$ cat src/hw/rtl/rhc_pkg.sv
// Shared widths, payload types and sector codes of the RGB to HSV converter.
`default_nettype none

package rhc_pkg;

  localparam int unsigned CHANNEL_BITS  = 8;
  localparam int unsigned FRACTION_BITS = 16;

  // Hue: dividend is num * 2^F + 3d with num < 6d, divisor is 6d.
  localparam int unsigned HUE_DEN_BITS = CHANNEL_BITS + 3;
  localparam int unsigned HUE_NUM_BITS = HUE_DEN_BITS + FRACTION_BITS;
  // Saturation: dividend is d * (2^F - 1) + max / 2, divisor is max.
  localparam int unsigned SAT_DEN_BITS = CHANNEL_BITS;
  localparam int unsigned SAT_NUM_BITS = CHANNEL_BITS + FRACTION_BITS;
  // One extra quotient bit catches the full-turn case before saturation.
  localparam int unsigned QUO_BITS     = FRACTION_BITS + 1;
  localparam int unsigned DIV_STEPS    = 4;
  localparam int unsigned DIV_STAGES   = (QUO_BITS + DIV_STEPS - 1) / DIV_STEPS;

  localparam logic [FRACTION_BITS-1:0] FRAC_MAX = {FRACTION_BITS{1'b1}};

  typedef enum logic [1:0] {
    SECTOR_RED,
    SECTOR_GREEN,
    SECTOR_BLUE
  } sector_e;

  typedef struct packed {
    logic [CHANNEL_BITS-1:0] red;
    logic [CHANNEL_BITS-1:0] green;
    logic [CHANNEL_BITS-1:0] blue;
  } pixel_t;

  typedef struct packed {
    logic [FRACTION_BITS-1:0] hue;
    logic [FRACTION_BITS-1:0] saturation;
    logic [CHANNEL_BITS-1:0]  brightness;
  } hsv_t;

  // Data that rides alongside the dividers.
  typedef struct packed {
    logic [CHANNEL_BITS-1:0] brightness;
    logic                    hue_zero;
    logic                    sat_zero;
  } side_t;

  typedef struct packed {
    logic [HUE_NUM_BITS-1:0] hue_num;
    logic [HUE_DEN_BITS-1:0] hue_den;
    logic [SAT_NUM_BITS-1:0] sat_num;
    logic [SAT_DEN_BITS-1:0] sat_den;
    side_t                   side;
  } front_t;

endpackage

`default_nettype wire

$ cat src/hw/rtl/rhc_front.sv
// Front end: max/min and sector pick, then hue and saturation dividend setup.
`default_nettype none

module rhc_front
  import rhc_pkg::*;
(
  input  wire logic   clk_i,
  input  wire logic   rst_ni,
  input  wire logic   valid_i,
  input  wire pixel_t pixel_i,
  output logic        valid_o,
  output front_t      front_o
);

  localparam int unsigned C = CHANNEL_BITS;
  localparam int unsigned F = FRACTION_BITS;

  // Stage one registers.
  logic                 valid1_q;
  pixel_t               pix_q;
  logic [C-1:0]         hi_q, hi_d;
  logic [C-1:0]         lo_q, lo_d;
  sector_e              sector_q, sector_d;

  // Stage two registers.
  logic                 valid2_q;
  front_t               front_q, front_d;

  always_comb begin
    if (pixel_i.red >= pixel_i.green && pixel_i.red >= pixel_i.blue) begin
      sector_d = SECTOR_RED;
      hi_d     = pixel_i.red;
    end else if (pixel_i.green >= pixel_i.blue) begin
      sector_d = SECTOR_GREEN;
      hi_d     = pixel_i.green;
    end else begin
      sector_d = SECTOR_BLUE;
      hi_d     = pixel_i.blue;
    end
    lo_d = pixel_i.red;
    if (pixel_i.green < lo_d) lo_d = pixel_i.green;
    if (pixel_i.blue < lo_d) lo_d = pixel_i.blue;
  end

  logic [C-1:0]            d;
  logic [HUE_DEN_BITS-1:0] dx, r_x, g_x, b_x, d3, num;

  always_comb begin
    d   = hi_q - lo_q;
    dx  = HUE_DEN_BITS'(d);
    r_x = HUE_DEN_BITS'(pix_q.red);
    g_x = HUE_DEN_BITS'(pix_q.green);
    b_x = HUE_DEN_BITS'(pix_q.blue);
    d3  = (dx << 1) + dx;
    // Each sector lands num in [0, 6d); modular arithmetic covers the
    // intermediate negative differences.
    case (sector_q)
      SECTOR_RED: begin
        if (pix_q.green >= pix_q.blue) num = g_x - b_x;
        else num = (d3 << 1) - (b_x - g_x);
      end
      SECTOR_GREEN: num = (dx << 1) + b_x - r_x;
      SECTOR_BLUE:  num = (dx << 2) + r_x - g_x;
      default:      num = '0;
    endcase
    front_d.hue_num = {num, {F{1'b0}}} + HUE_NUM_BITS'(d3);
    front_d.hue_den = d3 << 1;
    front_d.sat_num = {d, {F{1'b0}}} - SAT_NUM_BITS'(d) + SAT_NUM_BITS'(hi_q >> 1);
    front_d.sat_den = hi_q;
    front_d.side.brightness = hi_q;
    front_d.side.hue_zero   = (d == '0);
    front_d.side.sat_zero   = (hi_q == '0);
  end

  always_ff @(posedge clk_i or negedge rst_ni) begin
    if (!rst_ni) begin
      valid1_q <= 1'b0;
      valid2_q <= 1'b0;
    end else begin
      valid1_q <= valid_i;
      valid2_q <= valid1_q;
    end
  end

  always_ff @(posedge clk_i) begin
    pix_q    <= pixel_i;
    hi_q     <= hi_d;
    lo_q     <= lo_d;
    sector_q <= sector_d;
    front_q  <= front_d;
  end

  assign valid_o = valid2_q;
  assign front_o = front_q;

endmodule

`default_nettype wire

$ cat src/hw/rtl/rhc_div_pipe.sv
// Pipelined restoring divider, up to STEPS quotient bits per stage.
`default_nettype none

module rhc_div_pipe
  import rhc_pkg::*;
#(
  parameter int unsigned NUM_BITS = HUE_NUM_BITS,
  parameter int unsigned DEN_BITS = HUE_DEN_BITS,
  parameter int unsigned Q_BITS   = QUO_BITS,
  parameter int unsigned STEPS    = DIV_STEPS
) (
  input  wire logic                clk_i,
  input  wire logic                rst_ni,
  input  wire logic                valid_i,
  input  wire logic [NUM_BITS-1:0] dividend_i,
  input  wire logic [DEN_BITS-1:0] divisor_i,
  output logic                     valid_o,
  output logic [Q_BITS-1:0]        quotient_o
);

  localparam int unsigned STAGES = (Q_BITS + STEPS - 1) / STEPS;

  // The caller guarantees dividend < divisor * 2^Q_BITS, so the top part of
  // the dividend is already a valid partial remainder.
  logic                valid_q [STAGES];
  logic [DEN_BITS-1:0] rem_q   [STAGES];
  logic [DEN_BITS-1:0] dsr_q   [STAGES];
  logic [Q_BITS-1:0]   low_q   [STAGES];
  logic [Q_BITS-1:0]   quo_q   [STAGES];

  for (genvar s = 0; s < STAGES; s++) begin : g_stage
    logic                valid_in;
    logic [DEN_BITS-1:0] rem_in, dsr_in;
    logic [Q_BITS-1:0]   low_in, quo_in;
    logic [DEN_BITS-1:0] rem_d;
    logic [Q_BITS-1:0]   low_d, quo_d;

    if (s == 0) begin : g_first
      assign valid_in = valid_i;
      assign rem_in   = DEN_BITS'(dividend_i[NUM_BITS-1:Q_BITS]);
      assign dsr_in   = divisor_i;
      assign low_in   = dividend_i[Q_BITS-1:0];
      assign quo_in   = '0;
    end else begin : g_next
      assign valid_in = valid_q[s-1];
      assign rem_in   = rem_q[s-1];
      assign dsr_in   = dsr_q[s-1];
      assign low_in   = low_q[s-1];
      assign quo_in   = quo_q[s-1];
    end

    always_comb begin
      logic [DEN_BITS:0] trial;
      logic [DEN_BITS:0] diff;
      rem_d = rem_in;
      low_d = low_in;
      quo_d = quo_in;
      for (int k = 0; k < STEPS; k++) begin
        if (s * STEPS + k < Q_BITS) begin
          trial = {rem_d, low_d[Q_BITS-1]};
          diff  = trial - {1'b0, dsr_in};
          low_d = low_d << 1;
          if (trial >= {1'b0, dsr_in}) begin
            rem_d = diff[DEN_BITS-1:0];
            quo_d = {quo_d[Q_BITS-2:0], 1'b1};
          end else begin
            rem_d = trial[DEN_BITS-1:0];
            quo_d = {quo_d[Q_BITS-2:0], 1'b0};
          end
        end
      end
    end

    always_ff @(posedge clk_i or negedge rst_ni) begin
      if (!rst_ni) begin
        valid_q[s] <= 1'b0;
      end else begin
        valid_q[s] <= valid_in;
      end
    end

    always_ff @(posedge clk_i) begin
      rem_q[s] <= rem_d;
      dsr_q[s] <= dsr_in;
      low_q[s] <= low_d;
      quo_q[s] <= quo_d;
    end
  end

  assign valid_o    = valid_q[STAGES-1];
  assign quotient_o = quo_q[STAGES-1];

endmodule

`default_nettype wire

$ cat src/hw/rtl/rgb_to_hsv_converter_unit.sv
// Top level of the RGB to HSV converter: front end, two dividers, output stage.
`default_nettype none

// Converts one RGB pixel (8-bit channels) to an 8-bit value and to hue and
// saturation in fixed point (16-bit fractions). A pixel is taken on every
// clock edge where start_i is high; busy_o never rises, so one pixel per clock
// is sustained. Each result appears on result_o for one cycle, flagged by
// result_valid_o, once its pixel has passed the front-end registers, the
// divider stages and the output register, and is transferred at the edge that
// ends that cycle. The two pipelined dividers resolve up to DIV_STEPS of the
// 17 quotient bits per stage; the receiver has no way to stall and must take
// every result in the cycle it is shown.
module rgb_to_hsv_converter_unit
  import rhc_pkg::*;
(
  input  wire logic   clk_i,
  input  wire logic   rst_ni,
  input  wire logic   start_i,
  input  wire pixel_t pixel_i,
  output logic        busy_o,
  output logic        result_valid_o,
  output hsv_t        result_o
);

  logic                front_valid;
  front_t              front;
  logic                hue_valid, sat_valid;
  logic [QUO_BITS-1:0] hue_quo, sat_quo;

  side_t               side_q [DIV_STAGES];
  logic                result_valid_q;
  hsv_t                result_q, result_d;

  assign busy_o = 1'b0;

  rhc_front u_front (
    .clk_i   (clk_i),
    .rst_ni  (rst_ni),
    .valid_i (start_i),
    .pixel_i (pixel_i),
    .valid_o (front_valid),
    .front_o (front)
  );

  rhc_div_pipe #(
    .NUM_BITS (HUE_NUM_BITS),
    .DEN_BITS (HUE_DEN_BITS),
    .Q_BITS   (QUO_BITS),
    .STEPS    (DIV_STEPS)
  ) u_hue_div (
    .clk_i      (clk_i),
    .rst_ni     (rst_ni),
    .valid_i    (front_valid),
    .dividend_i (front.hue_num),
    .divisor_i  (front.hue_den),
    .valid_o    (hue_valid),
    .quotient_o (hue_quo)
  );

  rhc_div_pipe #(
    .NUM_BITS (SAT_NUM_BITS),
    .DEN_BITS (SAT_DEN_BITS),
    .Q_BITS   (QUO_BITS),
    .STEPS    (DIV_STEPS)
  ) u_sat_div (
    .clk_i      (clk_i),
    .rst_ni     (rst_ni),
    .valid_i    (front_valid),
    .dividend_i (front.sat_num),
    .divisor_i  (front.sat_den),
    .valid_o    (sat_valid),
    .quotient_o (sat_quo)
  );

  // Side data follows the dividers stage by stage.
  always_ff @(posedge clk_i) begin
    side_q[0] <= front.side;
    for (int s = 1; s < DIV_STAGES; s++) begin
      side_q[s] <= side_q[s-1];
    end
  end

  // Grey and black pixels divide by zero and are forced here; overflow clamps.
  always_comb begin
    if (side_q[DIV_STAGES-1].hue_zero) begin
      result_d.hue = '0;
    end else if (hue_quo[QUO_BITS-1]) begin
      result_d.hue = FRAC_MAX;
    end else begin
      result_d.hue = hue_quo[FRACTION_BITS-1:0];
    end
    if (side_q[DIV_STAGES-1].sat_zero) begin
      result_d.saturation = '0;
    end else if (sat_quo[QUO_BITS-1]) begin
      result_d.saturation = FRAC_MAX;
    end else begin
      result_d.saturation = sat_quo[FRACTION_BITS-1:0];
    end
    result_d.brightness = side_q[DIV_STAGES-1].brightness;
  end

  always_ff @(posedge clk_i or negedge rst_ni) begin
    if (!rst_ni) begin
      result_valid_q <= 1'b0;
    end else begin
      result_valid_q <= hue_valid & sat_valid;
    end
  end

  always_ff @(posedge clk_i) begin
    result_q <= result_d;
  end

  assign result_valid_o = result_valid_q;
  assign result_o       = result_q;

endmodule

`default_nettype wire

$ cat config.mk
export PLATFORM = sky130hd
export DESIGN_NAME = rgb_to_hsv_converter_unit
export DESIGN_NICKNAME = d
export VERILOG_FILES = /design/src/hw/rtl/rhc_pkg.sv /design/src/hw/rtl/rhc_front.sv /design/src/hw/rtl/rhc_div_pipe.sv /design/src/hw/rtl/rgb_to_hsv_converter_unit.sv
export SDC_FILE = /design/constraint.sdc
export NUM_CORES = 1
export LEC_CHECK = 0
export BUFFER_PORTS_ARGS = -buffer_cell sky130_fd_sc_hd__buf_2
export CAP_MARGIN = 30
export CELL_PAD_IN_SITES_DETAIL_PLACEMENT = 0
export CELL_PAD_IN_SITES_GLOBAL_PLACEMENT = 1
export CORE_AREA = 2 2 379 231
export DETAILED_ROUTE_END_ITERATION = 7
export DIE_AREA = 0 0 381 233
export HOLD_SLACK_MARGIN = 0.03
export PLACE_DENSITY = 0.79
export SYNTH_ARGS = -nofsm -noshare
export SYNTH_HDL_FRONTEND = slang
export SYNTH_HIERARCHICAL = 1
export SYNTH_SLANG_ARGS = --single-unit
$ cat constraint.sdc
create_clock -name clk_i -period 12.53 [get_ports clk_i]
set_clock_uncertainty 0.05 [all_clocks]
set_input_delay 3.759 -clock clk_i [delete_from_list [all_inputs] [get_ports clk_i]]
set_output_delay 3.759 -clock clk_i [all_outputs]
set_load 0.01 [all_outputs]
==> key figures <==
Synthesis
  • Xor/xnor share of the synthesized area: 0.0609
  • Synthesis Warnings: 6
  • Post-Syn Area: 33,900 um^2
  • #FFs+latches synth: 521
  • Mux contribution to synthesized area: 0.0680
  • Synth area leaders: dfxtp_1 30%, ha_1 16%, inv_1 3.8%
  • Post-synth ARST share: 0.0250
  • Syn_area_per_cell: 9.26 um^2
  • Simple-gate share of the synthesized area: 0.127
  • Largest family of logic cells by synthesized area: compound AO/OA/AOI/OAI gates
  • Synth Area in Compound Gates: 0.191
  • Share of the synthesized area in the top cell type: 0.300
  • Mapped Cells: 3,660
  • Post-synthesis cell type count: 117
  • Seq/Total Area, Yosys: 0.310
  • Area leader, netlist: dfxtp_1
  • Post-synthesis adder-cell area fraction: 0.188
  • Synth Flop Type: dfxtp_1
  • Post-synth EDFFs: 0

Timing
  • Fin. Hold Viols: 0
  • Max Clock Freq: 95.8 MHz
  • RSZ-0062 raised after global routing: false
  • Final Slew Violations: 0
  • Worst-margin pin slew: 0.910 ns
  • Final period util: 0.833
  • Rel. slew slack: 0.391
  • Setup TNS: 0 ns
  • Post-route minimum period: 10.44 ns
  • Final setup fails: 0

Placed design
  • Hpwl dp: 69,300 um
  • Placer Congestion: 0.912
  • PortBufs: 67

Critical path
  • Slowest CP cell: o41ai_1
  • CP Data Arrival Time: 10.92 ns
  • Reg2Reg Depth: 37
  • RR Endpoint: u_sat_div/rem_q[0][21]
  • Critical Path Max Stage Delay: 0.64 ns
  • Reg2Reg Launch Point: u_sat_div/dsr_q[0][9]
  • CP endpoint: u_sat_div/rem_q[0][21]
  • WP data required: 13.01 ns
  • CP Capture Type: flip-flop
  • Setup CP Type: reg2reg
  • Crit path launch: u_sat_div/dsr_q[0][9]
  • Cell seen most often among critical-path stages: a21oi_1
  • R2R setup slack: 2.09 ns
  • Startpoint type of the worst setup path: flip-flop
  • Critical Path Fanout Max: 24

Floorplanning
  • Core Region: 84,900 um^2
  • Chip Width: 381 um
  • # rows: 83
  • Chip height: 233 um
  • Starting Density: 0.399
  • Die ar.: 88,800 um^2
  • IO Pins: 69

Global route
  • Vias in the first global route: 24,144
  • First-pass GRT wire length: 138,000 um
  • Grt total ovfl: 0
  • Largest net degree at the start of global routing: 25
  • GRT Resource Usage Total: 0.193
  • Antenna violations before repair: 1

Routing
  • 1st-iter DRT viols: 2,346
  • DRT Pass-1 Iters: 5
  • Detailed-route DRC error count: 0
  • Avg WL per Cell: 17.6 um
  • Routed WL: 86,300 um
  • Vias per inst: 5.33
  • DR vias: 26,111
  • Final ANT Viol Nets: 0

Clock tree
  • Total CTS buffers: 50
  • Number of H-tree levels: 2
  • Postcts setup bufs: 0
  • Clk_lat worst skew: 0.63 ns
  • Clock Tree Buf Depth: 3
  • # resized after CTS: 0
  • CTS tree: done
  • # hold bufs at CTS: 0
  • Clk sinks: 521
  • Clock transition at path regs: 0.07 ns
  • CTS root buf: clkbuf_16

Hold path
  • HP Class: reg2reg
  • Hold depth: 0

Final layout
  • Area Growth Syn to Fin: 9.15%
  • Ant. Diodes: 0
  • Layout cells sized above 1: 0.0977
  • Final nets: 4,214
  • # fillers: 8,266

Outcome
  • Status: finished clean

Flow run
  • MaxCap Viol Count: 0
worst min path at each step:
stage	startpoint	to
after global routing	u_hue_div/quo_q[3][5]	u_hue_div/quo_q[4][6]
after detailed placement	side_q[0][42]	result_o[0]
after CTS	u_hue_div/quo_q[3][5]	u_hue_div/quo_q[4][6]
final	u_hue_div/quo_q[3][5]	u_hue_div/quo_q[4][6]
after floorplan	side_q[0][42]	result_o[0]
after global placement	u_sat_div/quo_q[0][3]	u_sat_div/quo_q[1][7]
worst max-delay path: cells and delay by family (launching register included):
family | cells | cell delay [ns]
flip-flops | 1 | 0.44
AND/OR/NAND/NOR | 6 | 1.07
multiplexers | 2 | 0.67
adder cells (fa/ha/maj) | 4 | 1.27
AO/OA/AOI/OAI | 18 | 5.69
buffers and inverters | 7 | 1.14
cells in the final DEF, fill, tap and decap left out, drive strengths merged, types with 69 or more instances in the layout:
cell type and count:
mux2 125, nor2b 69, nor3 87, xnor2 145, o21ai 189, xor2 86
nand2 146, ha 429, buf 79, nor2 223, inv 356, dfxtp 508
nand3 77, a21oi 218, a21o 89, mux2i 86
per-layer routing:
layer / up-vias / share of wire / GRT usage
met2: 685 / 0.35 / 0.239
met5: - / 0 / 0
li1: 13217 / - / -
met4: 0 / 0.012 / 0.0315
met1: 12143 / 0.58 / 0.331
met3: 66 / 0.065 / 0.0314
synth_stat cells (all sizes together), types with 12 or more instances:
library cell,count
dfrtp,13
xnor2,145
o21ba,33
nand4,45
fa,47
clkbuf,25
o21bai,18
buf,61
nand2b,54
o311ai,14
o31a,21
xor2,86
o211ai,44
a21oi,218
dfxtp,508
nand3,77
o221ai,18
o21ai,189
nor2,223
o22ai,12
inv,350
mux2i,86
nor2b,69
or3,21
o21a,62
a21o,89
nand3b,14
o31ai,19
nor3,87
or2,17
nand2,146
nor4,19
mux2,125
ha,429
and3,20
a221o,13
a31oi,18
a21boi,23
a211oi,42
kinds of logic after synthesis:
group	count (synthesis)
xor+xnor	232
fa+ha+maj	483
mux	211
compound gates	926
other cells	2
buf+inv	437
simple gates	848
flops	521
cell type report:
class	instances	area, um^2	area share
clock inverters	24	344	0.00930
inverters	351	1320	0.0357
repair buffers	79	425	0.0115
well taps	1147	1440	0.0388
flip-flops and latches	521	10500	0.284
clock buffers	65	1380	0.0372
multi-input cells	2708	21600	0.584
stage by stage:
stage / hold WS [ns] / util / instance area (um^2) / std cells / worst slack (ns)
global placement: 0.260 / 0.415 / 35300 / 4803 / 2.29
CTS: 0.250 / 0.435 / 37000 / 4893 / 2.05
finish: 0.256 / 0.436 / 37000 / 4895 / 2.09
global route: 0.269 / 0.436 / 37000 / 4895 / 1.35
floorplan: 0.260 / - / 33900 / 3666 / 4.04
detailed placement: 0.262 / 0.415 / 35300 / 4804 / 2.07
sequential cells by signal, indices dropped and copies added, names as in the netlist, 28 cells and up:
name,cells
u_hue_div/quo_q,57
u_sat_div/quo_q,57
u_front/front_o,54
result_o,40
u_sat_div/low_q,28
u_hue_div/rem_q,44
u_hue_div/dsr_q,44
u_sat_div/rem_q,32
u_hue_div/low_q,28
u_sat_div/dsr_q,32
side_q,50
Power is left out: the tool's default activity adds up to more than one toggle a clock period on the data nets, which glitch-free logic cannot reach.
